===== src/rtl/core/ple_pkg.sv =====
// Shared codes, field widths and the cell control bundle of the positional list engine.
package ple_pkg;

	// Operation codes carried in s_tuser
	localparam logic [2:0] OP_APPEND = 3'd0;
	localparam logic [2:0] OP_INSERT = 3'd1;
	localparam logic [2:0] OP_GET    = 3'd2;
	localparam logic [2:0] OP_SET    = 3'd3;
	localparam logic [2:0] OP_REMOVE = 3'd4;
	localparam logic [2:0] OP_POP    = 3'd5;
	localparam logic [2:0] OP_SEARCH = 3'd6;
	localparam logic [2:0] OP_CLEAR  = 3'd7;

	// Result status codes carried in m_tuser
	localparam logic [1:0] ST_OK        = 2'd0;
	localparam logic [1:0] ST_RANGE     = 2'd1;
	localparam logic [1:0] ST_FULL      = 2'd2;
	localparam logic [1:0] ST_NOT_FOUND = 2'd3;

	// Fixed field widths of the stream items
	localparam int OP_BITS    = 3;
	localparam int INDEX_BITS = 7;
	localparam int VALUE_BITS = 32;
	localparam int STAT_BITS  = 2;
	localparam int FOUND_BITS = 6;
	localparam int LEN_BITS   = 7;

	// Width of positions and lengths inside the row; covers the largest list supported
	localparam int POS_BITS = 11;

	// Broadcast from the controller to every cell of the row
	typedef struct packed {
		logic                  shift_up;   // open a gap at pos, load wval there
		logic                  shift_down; // close the gap at pos
		logic                  write_one;  // overwrite the entry at pos
		logic                  read;       // drive the entry at pos onto the read bus
		logic                  search;     // compare live entries against wval
		logic [POS_BITS-1:0]   pos;
		logic [POS_BITS-1:0]   count;
		logic [VALUE_BITS-1:0] wval;
	} ple_ctl_t;

endpackage


===== src/rtl/core/ple_cell.sv =====
// One storage cell of the list row: holds one handle and trades it with its neighbors.
module ple_cell import ple_pkg::*; #(
	parameter int HANDLE_BITS = 32
) (
	input  logic                   clk,
	input  ple_ctl_t               ctl,
	input  logic [POS_BITS-1:0]    cell_id,
	input  logic [HANDLE_BITS-1:0] left_entry,
	input  logic [HANDLE_BITS-1:0] right_entry,
	output logic [HANDLE_BITS-1:0] entry,
	output logic                   match,
	output logic [HANDLE_BITS-1:0] rd_data
);

	logic [HANDLE_BITS-1:0]            entry_q;
	logic [HANDLE_BITS-1:0]            entry_d;
	logic [HANDLE_BITS+VALUE_BITS-1:0] wval_ext;
	logic [HANDLE_BITS-1:0]            wval_h;

	// Fit the request handle to the stored width
	assign wval_ext = {{HANDLE_BITS{1'b0}}, ctl.wval};
	assign wval_h   = wval_ext[HANDLE_BITS-1:0];

	// Pick the next content: hold, take a neighbor, or take the new handle
	always_comb begin
		entry_d = entry_q;
		if (ctl.shift_up) begin
			if (cell_id == ctl.pos) begin
				entry_d = wval_h;
			end else if (cell_id > ctl.pos) begin
				entry_d = left_entry;
			end
		end else if (ctl.shift_down) begin
			if (cell_id >= ctl.pos) begin
				entry_d = right_entry;
			end
		end else if (ctl.write_one && (cell_id == ctl.pos)) begin
			entry_d = wval_h;
		end
	end

	always_ff @(posedge clk) begin
		entry_q <= entry_d;
	end

	// Compare only live entries; place the addressed entry on the read bus
	assign match   = ctl.search && (cell_id < ctl.count) && (entry_q == wval_h);
	assign rd_data = (ctl.read && (cell_id == ctl.pos)) ? entry_q : '0;
	assign entry   = entry_q;

endmodule


===== config.mk =====
export PLATFORM = sky130hd
export DESIGN_NAME = ple_cell
export DESIGN_NICKNAME = d
export VERILOG_FILES = /design/src/rtl/core/ple_pkg.sv /design/src/rtl/core/ple_cell.sv
export SDC_FILE = /design/constraint.sdc
export NUM_CORES = 1
export LEC_CHECK = 0
export BUFFER_PORTS_ARGS = -buffer_cell sky130_fd_sc_hd__buf_2
export CORE_MARGIN = 2
export CORE_UTILIZATION = 30
export DETAILED_ROUTE_END_ITERATION = 12
export HOLD_SLACK_MARGIN = 0.12
export SLEW_MARGIN = 20
export SYNTH_ARGS = -nofsm -noshare
export SYNTH_HDL_FRONTEND = slang
export SYNTH_SLANG_ARGS = --single-unit

===== constraint.sdc =====
create_clock -name clk -period 8.78 [get_ports clk]
set_clock_uncertainty 0.2 [all_clocks]
set_input_delay 1.317 -clock clk [delete_from_list [all_inputs] [get_ports clk]]
set_output_delay 1.317 -clock clk [all_outputs]
set_load 0.005 [all_outputs]

==> results of run 1 <==
cells by family after synthesis:
kind of cell,synth area share (%)
simple gates,25.3
compound gates,18.4
buf+inv,7.99
xor+xnor,9.00
flops,30.8
fa+ha+maj,8.43
report_power, final:
group / internal (mW) / switching, mW / leakage, nW
clock: 0.0540 / 0.0578 / 0.0410
combinational: 0.0742 / 0.0803 / 1.87
sequential: 0.197 / 0.0203 / 0.306
total: 0.325 / 0.158 / 2.22
cell usage in the layout (no fill, tap or decap), drive strengths merged, types with 3 or more instances in the layout:
master,count
ha,21
inv,22
xor2,32
nand4,6
nor4,7
buf,205
a21o,3
a211oi,34
nor2b,32
a21oi,7
clkbuf,6
nand2,66
and3,32
a31oi,34
edfxtp,32
how the worst max path moves through the flow:
stage	from	endpoint	slack, ns
final	cell_id[9]	rd_data[9]	3.96
after global routing	ctl[52]	rd_data[15]	3.72
after CTS	ctl[53]	rd_data[9]	3.55
after detailed placement	ctl[53]	rd_data[18]	3.55
after global placement	ctl[52]	rd_data[1]	3.62
after floorplan	ctl[52]	entry[0]	4.30
cell type report:
cell class	count	area share, %
clock buffers	6	1.69
clock inverters	1	0.117
inverters	22	1.93
multi-input cells	288	44.9
flip-flops and latches	32	22.4
well taps	136	3.97
repair buffers	205	24.9
routing by layer:
layer	vias to the layer above	wire length [microns]	track usage, %
li1	1710	-	-
met3	8	517	1.96
met2	131	5300	33.7
met4	0	125	4.32
met5	-	0	0
met1	1610	4620	23.1
critical path: stages:
cell and delay, ns:
buf_2 0.11, ha_1 0.29, nand4_1 0.20, nor3_4 0.46, buf_8 0.24, buf_4 0.34, and3_1 0.21, buf_2 0.11
through the flow:
step           total power, mW  hold WS, ns  std cells  worst slack (ns)
4_1_cts                  0.487         1.20        688              3.55
3_3_place_gp             0.370         1.49        681              3.62
6_report                 0.483         1.21        690              3.96
5_1_grt                  0.516         1.21        690              3.72
2_1_floorplan            0.290         1.39        370              4.30
3_5_place_dp             0.374         1.50        681              3.55
==> results.ini, run 1 <==
[outcome]
status=finished, final reports clean

[cts]
hold_buffers=0
cts_setup_buffers=0
post_cts_resized=0
cts.path.max_buffers=2
cts_tree=done
cts_sinks=32
cts_buffers=5
cts.root.buffer_cell=clkbuf_8
h-tree-depth=2
clkTransAtPathRegs_ns=0.07

[floorplan]
start_util_pct=30.6
die_w_microns=106
num_io_pins=200
core_sq_um=10200
num_rows=37
die_y_microns=106
dieArea_sq_um=11200

[yosys]
ys_seq_area_share_pct=30.8
syn_area_sq_um=3120
syn_nets=526
synth-edff-count=32
yosys.cell_count.top_type=nand2_1
synth_ff_type=edfxtp_1
yosys-top-cells-area=edfxtp_1 31%, xor2_1 9.0%, ha_1 8.4%
synth_cell_type_count=31
yosysTopAreaCell=edfxtp_1
yosysWarnings=0
syn_avg_cell_area_sq_um=8.42
synthCells=370
ys_ff_latch=32
netlist.area_leader.share_pct=30.8
synthTopCellsByCount=66 x nand2_1, 34 x a211oi_1, 34 x a31oi_1
synth_async_sr_flop_share_pct=0

[critical_path]
cp-end-kind=output port
worstPathRequired_ns=7.26
critical_path_class=input port to output port
worstPathArrival_ns=3.30
critical_path.startpoint_type=input port
critPathMaxFanout=33

[sta]
fin_crit_ns=4.82
hold_violations=0
finalMaxSlewViolations=0
worstMarginPinSlew_ns=0.668
setup_viol=0
period_share_pct=54.9
relSlewSlack_pct=55.4
rsz0062_at_grt=false
fmax_mhz=207
tns_ns=0

[cells_and_area]
nFillCells=1067
seqCellArea_sq_um=961
design_area_sq_um=4280
multi_input_area_sq_um=1920
area_growth_pct=37.5
antennaDiodeCount=0
final_nets=710
largest_reg_flops=32
final_core_util_pct=42.1
drive_gt1_share_pct=38.8

[min_path]
hold_depth=3
min-delay-start=left_entry[18]
hold-path-endpoint=entry[18]
min_path_type=input port to flop

[global_route]
track_usage_pct=18.4
grt_antenna_before_repair=0
grt_pass1_vias=3448
grt_pass1_wl_mm=16.7
overflow=0
grt_max_degree=66

[placed_design]
gp_congestion=0.881
io_buffers=199
post_dp_cell_area_sq_um=4160
hpwl_mm=8.02

[drt]
post_drt_wl_per_cell_microns=15.3
drc=0
wl_mm=10.6
ant_nets=0
via_per_inst=5.01
drtIter0Drc=140
vias=3459
first_pass_iters=5

[job]
max_cap_violations=0

[power]
power_density_nw_per_um2=113
leakage_nw=2.22
peakVddDrop_mv=0.0623

Note: power is estimated with default switching activity, not from simulation.
==> run 2, diff against run 1 <==
- ABC_AREA: not set -> 1
- clock period: 8.78 -> 4.4 ns (I/O delays scaled with it)
==> run 2 against run 1 <==
Sequential share of layout area shrank 0.41 points; cell count grew 16%; count of clock-buffer cells in the layout shrank 1; critical endpoint is now rd_data[31]; largest power group unchanged.
==> results.ini, run 2 <==
[yosys]
yosys.cell_count.top_type=nand2_1
yosys-top-cells-area=edfxtp_1 31%, nand2_1 12%, nor2_1 11%
synth-edff-count=32
ys_seq_area_share_pct=30.8
synth_ff_type=edfxtp_1
yosysTopAreaCell=edfxtp_1
syn_avg_cell_area_sq_um=6.69
synthTopCellsByCount=99 x nand2_1, 94 x nor2_1, 79 x inv_1, 32 x a22oi_1, 32 x edfxtp_1
yosysWarnings=0
netlist.area_leader.share_pct=30.8
synth_cell_type_count=24
syn_area_sq_um=3120
syn_nets=622
synthCells=466
ys_ff_latch=32
synth_async_sr_flop_share_pct=0

[cts]
cts_buffers=5
cts.path.max_buffers=2
cts.root.buffer_cell=clkbuf_8
post_cts_resized=0
cts_sinks=32
cts_tree=done
cts_setup_buffers=0
hold_buffers=0
clkTransAtPathRegs_ns=0.07
h-tree-depth=2

[floorplan]
start_util_pct=30.5
dieArea_sq_um=11200
die_y_microns=106
core_sq_um=10200
num_rows=37
die_w_microns=106
num_io_pins=200

[cells_and_area]
final_common_cell=buf_2
area_growth_pct=39.9
drive_gt1_share_pct=32.7
mostFrequentLayoutCells=199 x buf_2, 99 x nand2_1, 92 x nor2_1
final_core_util_pct=42.6
final_nets=815
largest_reg_flops=32

[outcome]
status=finished, final reports clean

[critical_path]
worstPathRequired_ns=3.54
critical_path.startpoint_type=input port
critPathMaxFanout=21
cp-startpoint=ctl[49]
cp-end-kind=output port
worstPathArrival_ns=2.62
critical_path_class=input port to output port

[drt]
drc=0
vias=3611
post_drt_wl_per_cell_microns=13.3
drtIter0Drc=134
via_per_inst=4.53
wl_mm=10.6
ant_nets=0
first_pass_iters=5

[sta]
fmax_mhz=287
finalMaxSlewViolations=0
period_share_pct=79.1
relSlewSlack_pct=27.9
rsz0062_at_grt=false
setup_viol=0
holdWs_ns=0.458
worstMarginPinSlew_ns=1.08
tns_ns=0
fin_crit_ns=3.48
hold_violations=0

[global_route]
track_usage_pct=18.3
grt_pass1_vias=3399
grt_pass1_wl_mm=16.5
grt_antenna_before_repair=1
grt_max_degree=47
overflow=0

[power]
power_density_nw_per_um2=241
power_mw=1.05
leakage_nw=2.51
peakVddDrop_mv=0.118

[placed_design]
gp_congestion=0.765
hpwl_mm=8.43
io_buffers=199

[min_path]
min_path_type=input port to flop
min-delay-start=left_entry[4]

[job]
max_cap_violations=0

## run 2: cell count changes in the layout (fill, tap and decap cells not counted), moves of 26 or more
cell and change:
nor2_1 +91, inv_1 +57, a211oi_1 -34, a31oi_1 -34
nand2_1 +33, a22oi_1 +32, nor2b_1 -32, and3_1 -31
xor2_1 -26
## run 2: worst max-delay path, cell delays in order
cell     delay, ns
buf_2         0.08
inv_1         0.04
ha_1          0.29
nand2_1       0.10
nor2_2        0.05
nand3_1       0.07
buf_4         0.27
inv_2         0.06
nand2_1       0.45
buf_4         0.35
nor2_1        0.07
buf_2         0.13
## run 2: cell type report
cell class                      instances  area [sq um]
Sequential cell                        32           961
Antenna cell                            1          2.50
Multi-Input combinational cell        335          1770
Timing Repair Buffer                  205          1050
Fill cell                            1095          5870
Clock inverter                          3          37.5
Tap cell                              136           170
Clock buffer                            5          68.8
Inverter                               80           300
## run 2: routing by layer
metal | GRT usage (%) | vias up | wire length [microns]
met5 | 0 | - | 0
met4 | 3.48 | 0 | 112
met3 | 3.07 | 8 | 653
met2 | 32.2 | 140 | 5130
met1 | 23.9 | 1577 | 4670
li1 | - | 1886 | -
## run 2: worst paths after layout
path | endpoint | slack (ns) | cells past startpoint
min | entry[4] | 0.46 | 3
max | rd_data[31] | 0.92 | 12
## run 2: per-stage QoR
| stage | instance area (sq um) | setup WS (ns) | std cells |
|---|---|---|---|
| 4_1_cts | 4360 | 0.871 | 796 |
| 3_3_place_gp | 4250 | 0.891 | 788 |
| 6_report | 4360 | 0.917 | 797 |
| 5_1_grt | 4360 | 0.662 | 797 |
| 2_1_floorplan | 3120 | 0.548 | 466 |
| 3_5_place_dp | 4250 | 0.856 | 788 |
## run 2: kinds of logic after synthesis
group	synth area share, %
AO/OA/AOI/OAI	17.6
XOR/XNOR	5.05
adder cells (fa/ha/maj)	8.42
buffers and inverters	13.0
flip-flops	30.8
AND/OR/NAND/NOR	25.2
## run 2: power by group
part | switching, mW | internal (mW) | total (mW)
combinational | 0.182 | 0.157 | 0.339
clock | 0.112 | 0.165 | 0.277
sequential | 0.0397 | 0.395 | 0.434
==> run 3, diff against run 2 <==
- clock period: 4.4 -> 3.3 ns (I/O delays scaled with it)
==> run 3 against run 2 <==
Setup slack worse by 0.20 ns; total power up 26%; non-clock buffer count up 3; worst hold slack worse by 0.16 ns; sequential share of layout area up 0.076 points; cell area down 0.34%; count of clock-buffer cells in the layout up 1; combinational power up 32%; wire length up 3.0%; sequential cell count unchanged; via count up 1.1%; largest cell class unchanged.
==> results.ini, run 3 (synthesis results as in run 2) <==
[critical_path]
worstPathArrival_ns=1.88
cp-end-kind=output port
critical_path.startpoint_type=input port
worstPathRequired_ns=2.60
critPathMaxFanout=18
critical_path_class=input port to output port

[drt]
vias=3650
wl_mm=10.9
drtIter0Drc=160
via_per_inst=4.57
post_drt_wl_per_cell_microns=13.6
ant_nets=0
first_pass_iters=4
drc=0

[min_path]
min_path_type=input port to flop

[power]
peakVddDrop_mv=0.141
clkPwrFrac_pct=22.6
p_int_mw=0.879
seq_power_share_pct=43.7
pwr-share-comb_pct=33.7
leakage_nw=2.51
switching_share_pct=33.8
power_density_nw_per_um2=305
p_sw_mw=0.449

[sta]
rsz0062_at_grt=false
worstMarginPinSlew_ns=0.802
fin_crit_ns=2.58
hold_violations=0
relSlewSlack_pct=46.5
finalMaxSlewViolations=0
tns_ns=0
setup_viol=0
fmax_mhz=388
period_share_pct=78.2

[outcome]
status=finished, final reports clean

[cts]
hold_buffers=0
cts.root.buffer_cell=clkbuf_8
cts_setup_buffers=0
cts_buffers=5
cts_tree=done
post_cts_resized=0
cts.path.max_buffers=2
clkTransAtPathRegs_ns=0.07
cts_sinks=32
h-tree-depth=2

[global_route]
grt_max_degree=34
grt_antenna_before_repair=0
track_usage_pct=18.8
grt_pass1_wl_mm=16.8
grt_pass1_vias=3551
overflow=0

[cells_and_area]
area_growth_pct=39.4
final_nets=818
largest_reg_flops=32
fin_cells=799
drive_gt1_share_pct=33.0
antennaDiodeCount=0
nFillCells=1126
final_common_cell=buf_2
mostFrequentLayoutCells=199 x buf_2, 99 x nand2_1, 92 x nor2_1

[placed_design]
hpwl_mm=8.52
io_buffers=199
gp_congestion=0.824
dp.cells=791

[floorplan]
dieArea_sq_um=11200
core_sq_um=10200
start_util_pct=30.5
die_y_microns=106
die_w_microns=106
num_io_pins=200
num_rows=37

[job]
max_cap_violations=0

[run 3: cell count changes in the layout (fill, tap and decap cells not counted), sizes merged]
cell      previous run  this run
diode                1         0
buf                205       208
clkinvlp             0         1
clkbuf               5         6
bufinv               1         0
clkinv               2         1
[run 3: path summary, 6_finish.rpt]
check,start,endpoint,slack (ns),cells past startpoint
worst max-delay path,ctl[53],rd_data[31],0.72,11
worst min-delay path,left_entry[4],entry[4],0.30,3
[run 3: through the flow]
stage	utilization [%]	worst slack, ns	hold slack [ns]	cell area (sq um)	total power [mW]
3_3_place_gp	41.7	0.691	0.582	4260	1.03
2_1_floorplan	-	0.323	0.488	3120	0.809
3_5_place_dp	41.7	0.701	0.585	4260	1.04
6_report	42.5	0.720	0.295	4350	1.33
4_1_cts	42.5	0.697	0.285	4350	1.35
5_1_grt	42.5	0.572	0.287	4350	1.43
[run 3: critical path: stages]
cell and delay (ns):
buf_2 0.07, inv_1 0.04, ha_1 0.29, nand2_1 0.07, nor2_1 0.14, nand3_1 0.12
inv_2 0.11, nand2_1 0.08, buf_4 0.21, nor2_1 0.13, buf_2 0.13
[run 3: metal layers]
layer	up-vias	part of all wire (%)	wire length [microns]	track usage (%)
li1	1885	-	-	-
met1	1609	43	4710	22.7
met2	139	49	5300	34.1
met3	17	6.1	664	3.19
met5	-	0	0	0
met4	0	1.9	211	5.26
[run 3: area by class of cell]
| class | count | area (sq um) | share of cell area (%) |
|---|---|---|---|
| clock buffers | 6 | 72.6 | 1.67 |
| well taps | 136 | 170 | 3.91 |
| multi-input cells | 335 | 1770 | 40.7 |
| clock inverters | 2 | 11.3 | 0.259 |
| inverters | 80 | 300 | 6.91 |
| flip-flops and latches | 32 | 961 | 22.1 |
| repair buffers | 208 | 1060 | 24.5 |
[run 3: power groups by stage]
stage                     combinational, mW  sequential, mW  clock [mW]
after global routing                  0.512           0.589       0.326
after CTS                             0.456           0.581       0.312
final                                 0.447           0.580       0.300
after detailed placement              0.454           0.589           0
after global placement                0.449           0.585           0
after floorplan                       0.224           0.586           0
